$ cat src/hw/rtl/rfae_pkg.sv
// Shared types and constants for the register file ALU execution unit.
package rfae_pkg;

   localparam int INSTR_W  = 32;
   localparam int DATA_W   = 32;
   localparam int REG_W    = 3;
   localparam int NUM_REGS = 8;
   localparam int OPC_LSB  = 28;
   localparam int OPC_W    = 4;
   localparam int RA_LSB   = 6;
   localparam int RB_LSB   = 3;
   localparam int RC_LSB   = 0;
   localparam int CNT_W    = 5;
   localparam int RSP_PAD  = 3;
   localparam int RSP_W    = 1 + REG_W + DATA_W + 1 + RSP_PAD;

   // Raw opcodes
   localparam logic [OPC_W-1:0] OPC_CMOV = 4'd0;
   localparam logic [OPC_W-1:0] OPC_ADD  = 4'd3;
   localparam logic [OPC_W-1:0] OPC_MUL  = 4'd4;
   localparam logic [OPC_W-1:0] OPC_DIV  = 4'd5;
   localparam logic [OPC_W-1:0] OPC_NAND = 4'd6;

   // Decoded operation kinds
   localparam logic [2:0] KIND_NOP  = 3'd0;
   localparam logic [2:0] KIND_CMOV = 3'd1;
   localparam logic [2:0] KIND_ADD  = 3'd2;
   localparam logic [2:0] KIND_MUL  = 3'd3;
   localparam logic [2:0] KIND_DIV  = 3'd4;
   localparam logic [2:0] KIND_NAND = 3'd5;

   typedef struct packed {
      logic [2:0]       kind;
      logic [REG_W-1:0] ra;
      logic [REG_W-1:0] rb;
      logic [REG_W-1:0] rc;
   } instr_type;

   typedef struct packed {
      logic              div_by_zero;
      logic [DATA_W-1:0] write_value;
      logic [REG_W-1:0]  dest_reg;
      logic              wrote;
   } result_type;

endpackage

$ cat src/hw/rtl/rfae_front.sv
// Front end: accepts instruction beats, decodes them and queues them for execution.
module rfae_front import rfae_pkg::*; #(
   parameter int QUEUE_DEPTH = 2
) (
   input  logic               clock,
   input  logic               reset,
   input  logic               req_tvalid,
   output logic               req_tready,
   input  logic [INSTR_W-1:0] req_tdata,   // instruction_word
   output logic               deq_valid,
   input  logic               deq_ready,
   output instr_type          deq_instr
);

   localparam int PTR_W = (QUEUE_DEPTH > 1) ? $clog2(QUEUE_DEPTH) : 1;
   localparam int CNT_QW = $clog2(QUEUE_DEPTH + 1);
   localparam logic [PTR_W-1:0] LAST_PTR = PTR_W'(QUEUE_DEPTH - 1);
   localparam logic [CNT_QW-1:0] FULL_CNT = CNT_QW'(QUEUE_DEPTH);

   instr_type         entry_ff [QUEUE_DEPTH];
   logic [PTR_W-1:0]  wr_ptr_ff, wr_ptr_in;
   logic [PTR_W-1:0]  rd_ptr_ff, rd_ptr_in;
   logic [CNT_QW-1:0] count_ff, count_in;
   instr_type         decoded;
   logic              push, pop;

   always_comb begin
      decoded.ra = req_tdata[RA_LSB +: REG_W];
      decoded.rb = req_tdata[RB_LSB +: REG_W];
      decoded.rc = req_tdata[RC_LSB +: REG_W];
      unique case (req_tdata[OPC_LSB +: OPC_W])
         OPC_CMOV: decoded.kind = KIND_CMOV;
         OPC_ADD:  decoded.kind = KIND_ADD;
         OPC_MUL:  decoded.kind = KIND_MUL;
         OPC_DIV:  decoded.kind = KIND_DIV;
         OPC_NAND: decoded.kind = KIND_NAND;
         default:  decoded.kind = KIND_NOP;
      endcase
   end

   assign req_tready = (count_ff != FULL_CNT);
   assign deq_valid  = (count_ff != '0);
   assign deq_instr  = entry_ff[rd_ptr_ff];
   assign push       = req_tvalid && req_tready;
   assign pop        = deq_valid && deq_ready;

   always_comb begin
      wr_ptr_in = wr_ptr_ff;
      rd_ptr_in = rd_ptr_ff;
      count_in  = count_ff;
      if (push) begin
         wr_ptr_in = (wr_ptr_ff == LAST_PTR) ? '0 : wr_ptr_ff + 1'b1;
      end
      if (pop) begin
         rd_ptr_in = (rd_ptr_ff == LAST_PTR) ? '0 : rd_ptr_ff + 1'b1;
      end
      if (push && !pop) begin
         count_in = count_ff + 1'b1;
      end else if (pop && !push) begin
         count_in = count_ff - 1'b1;
      end
   end

   always_ff @(posedge clock) begin
      if (reset) begin
         wr_ptr_ff <= '0;
         rd_ptr_ff <= '0;
         count_ff  <= '0;
      end else begin
         wr_ptr_ff <= wr_ptr_in;
         rd_ptr_ff <= rd_ptr_in;
         count_ff  <= count_in;
      end
   end

   always_ff @(posedge clock) begin
      if (push) begin
         entry_ff[wr_ptr_ff] <= decoded;
      end
   end

endmodule

$ cat src/hw/rtl/rfae_back.sv
// Back end: register file, ALU, iterative divider and result register.
module rfae_back import rfae_pkg::*; (
   input  logic             clock,
   input  logic             reset,
   input  logic             deq_valid,
   output logic             deq_ready,
   input  instr_type        deq_instr,
   output logic             rsp_tvalid,
   input  logic             rsp_tready,
   output logic [RSP_W-1:0] rsp_tdata   // wrote, dest_reg[2:0], write_value[31:0], div_by_zero
);

   localparam logic [2:0] ST_IDLE = 3'd0;
   localparam logic [2:0] ST_READ = 3'd1;
   localparam logic [2:0] ST_EXEC = 3'd2;
   localparam logic [2:0] ST_DIV  = 3'd3;
   localparam logic [2:0] ST_DONE = 3'd4;

   logic [2:0]        state_ff, state_in;
   instr_type         instr_ff, instr_in;
   logic [DATA_W-1:0] rf_mem [NUM_REGS];
   logic [NUM_REGS-1:0] rf_valid_ff, rf_valid_in;
   logic [DATA_W-1:0] opb_ff, opc_ff;
   logic [DATA_W-1:0] rem_ff, rem_in;
   logic [DATA_W-1:0] quo_ff, quo_in;
   logic [CNT_W-1:0]  cnt_ff, cnt_in;
   result_type        res_ff, res_in;
   logic              rsp_valid_ff, rsp_valid_in;
   logic [RSP_W-1:0]  rsp_data_ff, rsp_data_in;
   logic              rf_we;
   logic              retire;
   logic [DATA_W:0]   shifted;
   logic              fits;
   logic [DATA_W-1:0] mul_lo;

   assign deq_ready  = (state_ff == ST_IDLE);
   assign rsp_tvalid = rsp_valid_ff;
   assign rsp_tdata  = rsp_data_ff;

   assign shifted = {rem_ff, quo_ff[DATA_W-1]};
   assign fits    = (shifted >= {1'b0, opc_ff});
   assign mul_lo  = opb_ff * opc_ff;
   assign retire  = (state_ff == ST_DONE) && (!rsp_valid_ff || rsp_tready);
   assign rf_we   = retire && res_ff.wrote;

   always_comb begin
      state_in     = state_ff;
      instr_in     = instr_ff;
      rem_in       = rem_ff;
      quo_in       = quo_ff;
      cnt_in       = cnt_ff;
      res_in       = res_ff;
      rf_valid_in  = rf_valid_ff;
      rsp_valid_in = rsp_valid_ff && !rsp_tready;
      rsp_data_in  = rsp_data_ff;
      unique case (state_ff)
         ST_IDLE: begin
            if (deq_valid) begin
               instr_in = deq_instr;
               state_in = ST_READ;
            end
         end
         ST_READ: begin
            state_in = ST_EXEC;
         end
         ST_EXEC: begin
            res_in.dest_reg    = instr_ff.ra;
            res_in.wrote       = 1'b0;
            res_in.write_value = '0;
            res_in.div_by_zero = 1'b0;
            state_in           = ST_DONE;
            unique case (instr_ff.kind)
               KIND_CMOV: begin
                  if (opc_ff != '0) begin
                     res_in.wrote       = 1'b1;
                     res_in.write_value = opb_ff;
                  end
               end
               KIND_ADD: begin
                  res_in.wrote       = 1'b1;
                  res_in.write_value = opb_ff + opc_ff;
               end
               KIND_MUL: begin
                  res_in.wrote       = 1'b1;
                  res_in.write_value = mul_lo;
               end
               KIND_NAND: begin
                  res_in.wrote       = 1'b1;
                  res_in.write_value = ~(opb_ff & opc_ff);
               end
               KIND_DIV: begin
                  if (opc_ff == '0) begin
                     res_in.div_by_zero = 1'b1;
                  end else begin
                     rem_in   = '0;
                     quo_in   = opb_ff;
                     cnt_in   = '1;
                     state_in = ST_DIV;
                  end
               end
               default: begin
               end
            endcase
         end
         ST_DIV: begin
            // restoring divide, one quotient bit per cycle
            rem_in = fits ? DATA_W'(shifted - {1'b0, opc_ff}) : shifted[DATA_W-1:0];
            quo_in = {quo_ff[DATA_W-2:0], fits};
            cnt_in = cnt_ff - 1'b1;
            if (cnt_ff == '0) begin
               res_in.wrote       = 1'b1;
               res_in.write_value = {quo_ff[DATA_W-2:0], fits};
               state_in           = ST_DONE;
            end
         end
         ST_DONE: begin
            if (retire) begin
               if (res_ff.wrote) begin
                  rf_valid_in[res_ff.dest_reg] = 1'b1;
               end
               rsp_valid_in = 1'b1;
               rsp_data_in  = {RSP_PAD'(0), res_ff};
               state_in     = ST_IDLE;
            end
         end
         default: begin
            state_in = ST_IDLE;
         end
      endcase
   end

   always_ff @(posedge clock) begin
      if (reset) begin
         state_ff     <= ST_IDLE;
         rf_valid_ff  <= '0;
         rsp_valid_ff <= 1'b0;
      end else begin
         state_ff     <= state_in;
         rf_valid_ff  <= rf_valid_in;
         rsp_valid_ff <= rsp_valid_in;
      end
   end

   always_ff @(posedge clock) begin
      instr_ff    <= instr_in;
      rem_ff      <= rem_in;
      quo_ff      <= quo_in;
      cnt_ff      <= cnt_in;
      res_ff      <= res_in;
      rsp_data_ff <= rsp_data_in;
   end

   // register file: two registered reads, one write
   always_ff @(posedge clock) begin
      if (state_ff == ST_READ) begin
         opb_ff <= rf_valid_ff[instr_ff.rb] ? rf_mem[instr_ff.rb] : '0;
         opc_ff <= rf_valid_ff[instr_ff.rc] ? rf_mem[instr_ff.rc] : '0;
      end
      if (rf_we) begin
         rf_mem[res_ff.dest_reg] <= res_ff.write_value;
      end
   end

endmodule

$ cat src/hw/rtl/register_file_alu_exec_unit.sv
// Top level of the register file ALU execution unit.
// Executes one 32-bit instruction per input beat against eight 32-bit registers
// (cleared by reset) and returns exactly one result beat per instruction, in order.
// Instructions are decoded into a small queue, so the input keeps accepting while
// the execution side works. Execution handles one instruction at a time: move, add,
// multiply, NAND and unknown opcodes go through queue pop, register read, ALU and
// retire; divide runs the bit-serial restoring divider, one quotient bit per cycle,
// before retire. A zero divisor skips the divider and retires with div_by_zero set.
module register_file_alu_exec_unit import rfae_pkg::*; #(
   parameter int QUEUE_DEPTH = 2
) (
   input  logic               clock,
   input  logic               reset,
   input  logic               req_tvalid,
   output logic               req_tready,
   input  logic [INSTR_W-1:0] req_tdata,   // instruction_word[31:0]
   output logic               rsp_tvalid,
   input  logic               rsp_tready,
   output logic [RSP_W-1:0]   rsp_tdata    // wrote, dest_reg[2:0], write_value[31:0],
                                           // div_by_zero, zero pad
);

   logic      deq_valid;
   logic      deq_ready;
   instr_type deq_instr;

   rfae_front #(
      .QUEUE_DEPTH (QUEUE_DEPTH)
   ) u_front (
      .clock      (clock),
      .reset      (reset),
      .req_tvalid (req_tvalid),
      .req_tready (req_tready),
      .req_tdata  (req_tdata),
      .deq_valid  (deq_valid),
      .deq_ready  (deq_ready),
      .deq_instr  (deq_instr)
   );

   rfae_back u_back (
      .clock      (clock),
      .reset      (reset),
      .deq_valid  (deq_valid),
      .deq_ready  (deq_ready),
      .deq_instr  (deq_instr),
      .rsp_tvalid (rsp_tvalid),
      .rsp_tready (rsp_tready),
      .rsp_tdata  (rsp_tdata)
   );

`ifndef SYNTHESIS
   a_reset_clears: assert property (@(posedge clock)
      reset |=> (req_tready && !rsp_tvalid))
      else $error("queue or result register not cleared by reset");

   a_idle_value: assert property (@(posedge clock) disable iff (reset)
      (rsp_tvalid && !rsp_tdata[0]) |-> (rsp_tdata[DATA_W+REG_W:REG_W+1] == '0))
      else $error("write_value nonzero on a beat that wrote nothing");

   a_dz_no_write: assert property (@(posedge clock) disable iff (reset)
      (rsp_tvalid && rsp_tdata[DATA_W+REG_W+1]) |-> !rsp_tdata[0])
      else $error("divide by zero beat reports a register write");

   a_pop_needs_entry: assert property (@(posedge clock) disable iff (reset)
      (deq_ready && deq_valid) |=> !deq_ready)
      else $error("execution side popped without starting");
`endif

endmodule

$ cat config.mk
export PLATFORM = sky130hd
export DESIGN_NAME = register_file_alu_exec_unit
export DESIGN_NICKNAME = d
export VERILOG_FILES = /design/src/hw/rtl/rfae_pkg.sv /design/src/hw/rtl/rfae_front.sv /design/src/hw/rtl/rfae_back.sv /design/src/hw/rtl/register_file_alu_exec_unit.sv
export SDC_FILE = /design/constraint.sdc
export NUM_CORES = 2
export LEC_CHECK = 0
export BUFFER_PORTS_ARGS = -buffer_cell sky130_fd_sc_hd__buf_4
export CAP_MARGIN = 5
export CORE_AREA = 2 2 256 283
export DETAILED_ROUTE_END_ITERATION = 16
export DIE_AREA = 0 0 258 285
export GPL_ROUTABILITY_DRIVEN = 0
export PLACE_DENSITY = 0.8
export SETUP_SLACK_MARGIN = 0.5
export SLEW_MARGIN = 20
export SYNTH_ARGS = -nofsm -noshare
export SYNTH_HDL_FRONTEND = slang
export SYNTH_SLANG_ARGS = --single-unit
$ cat constraint.sdc
create_clock -name clock -period 6.8 [get_ports clock]
set_clock_uncertainty 0.2 [all_clocks]
set_input_delay 0 -clock clock [delete_from_list [all_inputs] [get_ports clock]]
set_output_delay 0 -clock clock [all_outputs]
set_load 0.02 [all_outputs]
After elaboration in Yosys (flattened, before gate mapping):

Memory sizes are Yosys's and may differ from the RTL's. A register that Yosys moved wholly into a read port is not among the register bits.
Cells that the tools add are included.

* bits in registers: 159
* latch bits: 0
* memory bits (writable): 280
* memory bits (read-only): 0
* input port bits: 36
* output and inout port bits: 42
* word-level logic and storage cells: 123
* memories kept: 2

* add/sub/neg operators: 7
* $mul: 1
* divide/modulo/power cells: 0
* order comparisons: 5
* equal/unequal tests: 19
* shifts and indexed selects: 0
* muxes and demuxes: 42
* bitwise logic cells: 3
* reductions and logical operators: 30

Memories
* u_back.rf_mem: words 8, bits a word 32, read ports 2, clocked after Yosys merged registers in 2, wr ports 1, RTL line rfae_back.sv:21 `logic [DATA_W-1:0] rf_mem [NUM_REGS];`
* u_front.entry_ff: words 2, bits a word 12, read ports 1, clocked after Yosys merged registers in 1, wr ports 1, RTL line rfae_front.sv:20 `instr_type entry_ff [QUEUE_DEPTH];`

Operators by type and width (count)
* $mux W32: 7
* $pmux W32 S2: 3
* $pmux W32 S4: 1
* $ge A33 B32 Y1: 1
* $add A32 B32 Y32: 1
* $and A32 B32 Y32: 1
* $logic_not A32 Y1: 1
* $mul A32 B32 Y32: 1
* $not A32 Y32: 1
* $reduce_bool A32 Y1: 1
* $sub A32 B32 Y32: 1
* $pmux W3 S5: 2
* $mux W3: 5
* $mux W1: 14
* $eq A3 B2 Y1 const B: 4
* $eq A4 B3 Y1 const B: 3
* $lt A3 B4 Y1 const B: 3
* $mux W5: 2
* $pmux W5 S2: 1
* $eq A3 B3 Y1 const B: 3
* $reduce_and A3 Y1: 3
* $logic_and A1 B1 Y1: 8
* $or A8 B8 Y8: 1
* $bmux W1 S3: 2
* other kinds (20): 37

Depth between registers and ports, before layout:

* depth in word-level cells: 6
* mapped depth: 28
* gate-level depth less buffers: 25

Cells and area by module:

Synthesis repeated with hierarchy kept, for this count alone.

* cells, all modules: 3464
* area total of the unflattened synthesis: 40739.1 µm²

Modules (own cells, without submodules)
* rfae_back: instances 1, cells each 3396, area each 39606.7 µm², seq. area each 14503.9 µm²
* rfae_front: instances 1, cells each 68, area each 1132.3 µm², seq. area each 820.8 µm²

Worst setup path after synthesis:

No wires, ideal clock.

* path kind: reg2reg
* from: register u_back.opc_ff[3], read port of u_back.rf_mem
* to: register u_back.res_ff[35] (netlist bit), data pin
* library setup time: 0.270 ns
* data arrival time: 6.836 ns
* required time: 6.330 ns
* path slack: -0.506 ns
* cell stages (with the launch flop): 27
* path buffers: 3
* period minus slack after synthesis: 7.306 ns
* cell sequence: edfxtp_1 clkbuf_1 clkbuf_1 and2_1 fa_1 inv_1 fa_1 fa_1 fa_1 inv_1 fa_1 inv_1 fa_1 inv_1 fa_1 fa_1 ha_1 buf_2 nand2_1 o211a_1 nor3_1 o21ba_2 a21oi_1 nor4b_1 nor3_1 o21ai_1 a32oi_1

RTL lines
* start: declaration: RTL line rfae_back.sv:23 `logic [DATA_W-1:0] opb_ff, opc_ff;`
* end signal: assignment: RTL line rfae_back.sv:149 `res_ff <= res_in;`
* end: declaration: RTL line rfae_back.sv:27 `result_type res_ff, res_in;`

==> metrics.md <==
| Metric | Value |
|---|---|
| Peak Freq | `134 MHz` |
| Initial antenna violation count | `3` |
| Area share of the largest cell type after synthesis | `36.3%` |
| Boundary Pins | `78` |
| Largest cells by area after synthesis | `edfxtp_1, fa_1, mux4_2, ha_1, and2_1` |
| Period utilization | `110%` |
| Type of origin of the critical path | `flip-flop` |
| Die Footprint | `73500 µm²` |
| Ys Warns | `0` |
| Detailed-placement wirelength estimate | `84000 µm` |
| Drt first pass iters | `7` |
| Register area share after synthesis | `37.1%` |
| Worst Path Max Fanout | `11` |
| Clock Tree Buf Depth | `3` |
| Clock latency on the worst-skew pair | `600 ps` |
| Vias in the first global route | `31200` |
| Global-route wire length before repair | `182000 µm` |
| Die Wd | `258 µm` |
| Final slew viol count | `0` |
| Compound-Gate Fraction of Synth Area | `5.86%` |
| FFs w/ async S/R, synth | `0%` |
| Routed Wire Length | `119000 µm` |
| Most frequent cells in the layout | `edfxtp_1, inv_1, nand2_1` |
| Main combinational cell family by area after synthesis | `adder cells` |
| Final ANT Viol Nets | `0` |
| Slowest stage delay, CP | `550 ps` |
| Htree depth | `2` |
| NumNets Final | `4468` |
| N_diodes | `0` |
| Die Ht | `285 µm` |
| Drt first-iter violations | `3777` |
| CORE AREA | `71000 µm²` |
| Main synth FF type | `edfxtp_1` |
| XOR/XNOR Fraction of Synth Area | `2.58%` |
| Cell Rows | `103` |
| Setup ws final | `-666 ps` |
| Sink Count | `515` |
| Remaining DRCs | `0` |
| Synth Area in Simple Gates | `12.7%` |
| Final Hold Viols | `0` |
| Unrepaired setup endpoints after global routing | `true` |
| Post-synth EDFFs | `499` |
| HP Class | `in -> reg` |
| Most frequent CP cell | `fa_1` |
| Synth Area in Adders | `25.6%` |
| Vias | `30100` |
| Post-synth design cell area | `41300 µm²` |
| Worst-Margin Slew | `1100 ps` |
| Library cells used by synthesis | `88` |
| CP Capture Type | `flip-flop` |
| WHS | `53.0 ps` |
| IO Port Bufs | `55` |
| CTS buffer count | `47` |
| Initial Util | `58.1%` |
| Final cell count without fillers | `4815` |
| Status | `finished, violations left` |
| Global-route total usage across every layer | `32.7%` |
| Root Buffer | `clkbuf_16` |
| Vias per inst | `6.26` |
| Synth-to-Final Area Change | `15.2%` |
| Synth area leader | `edfxtp_1` |
| CTS clk-pin slew, worst paths | `70 ps` |
| Mean post-synth cell area | `11.6 µm²` |
| Worst path required time | `6900 ps` |
| Min cycle time layout | `7470 ps` |
| WL/cell | `24.7 µm` |
| Total of max-cap violations | `0` |
| Final core area utilization | `66.9%` |
| CTS tree | `built` |
| Pin count of the biggest net entering global routing | `67` |
| CP Data Arrival Time | `7570 ps` |
| Cells after synthesis | `3559` |
| Yosys reg bits | `515` |
| Grt ovf | `0` |
| Violations in the final reports | `setup timing` |
| Critical path's slowest cell | `fa_2` |
| Dpl cells | `4681` |
| Critical path class | `reg -> reg` |
| Max_slew headroom | `25.7%` |
| Mux contribution to synthesized area | `10.1%` |
| Most common cell after layout, fill and taps aside | `edfxtp_1` |
| Layout cells sized above 1 | `18.9%` |
| Setup violations, final | `19` |
-- synth_stat cells, drive strengths merged, types with 13 or more instances --
library cell,number
xor2,35
nor2,177
or3,16
a211oi,13
a21o,36
nand3,30
o21ai,96
mux2i,107
a221oi,16
mux4,132
nand2,418
edfxtp,499
and2,307
nor3,28
clkbuf,144
inv,443
o21a,17
a21oi,78
nand2b,26
nand4,16
fa,410
ha,189
buf,45
dfxtp,16
xnor2,84
-- registers in the layout, indices dropped and copies added (netlist names) --
name	cells
u_back.instr_ff	12
u_back.opb_ff	32
u_back.state_ff	3
u_back.rsp_tvalid	1
u_front.wr_ptr_ff	1
u_back.res_ff	37
u_back.cnt_ff	5
u_front.rd_ptr_ff	1
u_back.rf_mem	256
u_back.opc_ff	32
u_front.count_ff	2
u_back.rf_valid_ff	8
u_back.rsp_tdata	37
u_back.rem_ff	32
u_front.entry_ff	24
u_back.quo_ff	32
-- final cells by class --
cell class,count,area [µm²]
timing repair buffer,412,3510
fill,4874,23500
tap,945,1180
sequential,515,15300
inverter,443,1660
clock inverter,38,522
clock buffer,48,1180
multi-input combinational,2414,24200
-- path summary, 6_finish.rpt --
| kind | start | endpoint | slack (ps) | depth (start not counted) |
|---|---|---|---|---|
| setup / recovery | u_back.opc_ff[7] | u_back.res_ff[29] | -670 | 26 |
| hold / removal | reset | u_front.count_ff[1] | 50 | 3 |
| setup reg to reg | u_back.opc_ff[7] | u_back.res_ff[29] | -670 | 26 |
| hold reg to reg | u_back.instr_ff[7] | u_back.res_ff[2] | 220 | 0 |
-- logic make-up after synthesis --
logic type               count (synthesis)
AND/OR/NAND/NOR                       1077
buffers and inverters                  632
adder cells (fa/ha/maj)                599
flip-flops                             515
AO/OA/AOI/OAI                          364
multiplexers                           251
XOR/XNOR                               120
other                                    1
-- critical path: cells and delay by family, from the launching register on --
family	cells	cell delay [ps]
adder cells (fa/ha/maj)	10	3950
AO/OA/AOI/OAI	6	1290
buffers and inverters	7	780
flip-flops	1	470
AND/OR/NAND/NOR	2	330
XOR/XNOR	1	160
-- per-layer routing --
layer / share of wire (%) / GRT usage (%)
met1: 35 / 41.0
met5: 0.0093 / 0
met3: 11 / 7.00
met4: 6.8 / 19.0
met2: 47 / 52.8
-- repair_timing --
item / in CTS / in global routing
endpoints found under the setup margin: 23 / 23
pin swaps: 34 / 27
hold buffers: 28 / 0
endpoints found under the hold margin: 64 / 0
buffers inserted: 13 / 7
gates resized for setup: 65 / 29
gates cloned: 0 / 0
-- per-stage QoR --
step | TNS, ps | instance area [µm²] | setup WS (ps)
2_1_floorplan | -781 | 41500 | -211
3_3_place_gp | -5270 | 44900 | -604
3_5_place_dp | -6860 | 44900 | -636
4_1_cts | -5730 | 47300 | -509
5_1_grt | -11840 | 47500 | -847
6_report | -8080 | 47500 | -666
Power is left out: the tool's default activity adds up to more than one toggle a clock period on the data nets, which glitch-free logic cannot reach.
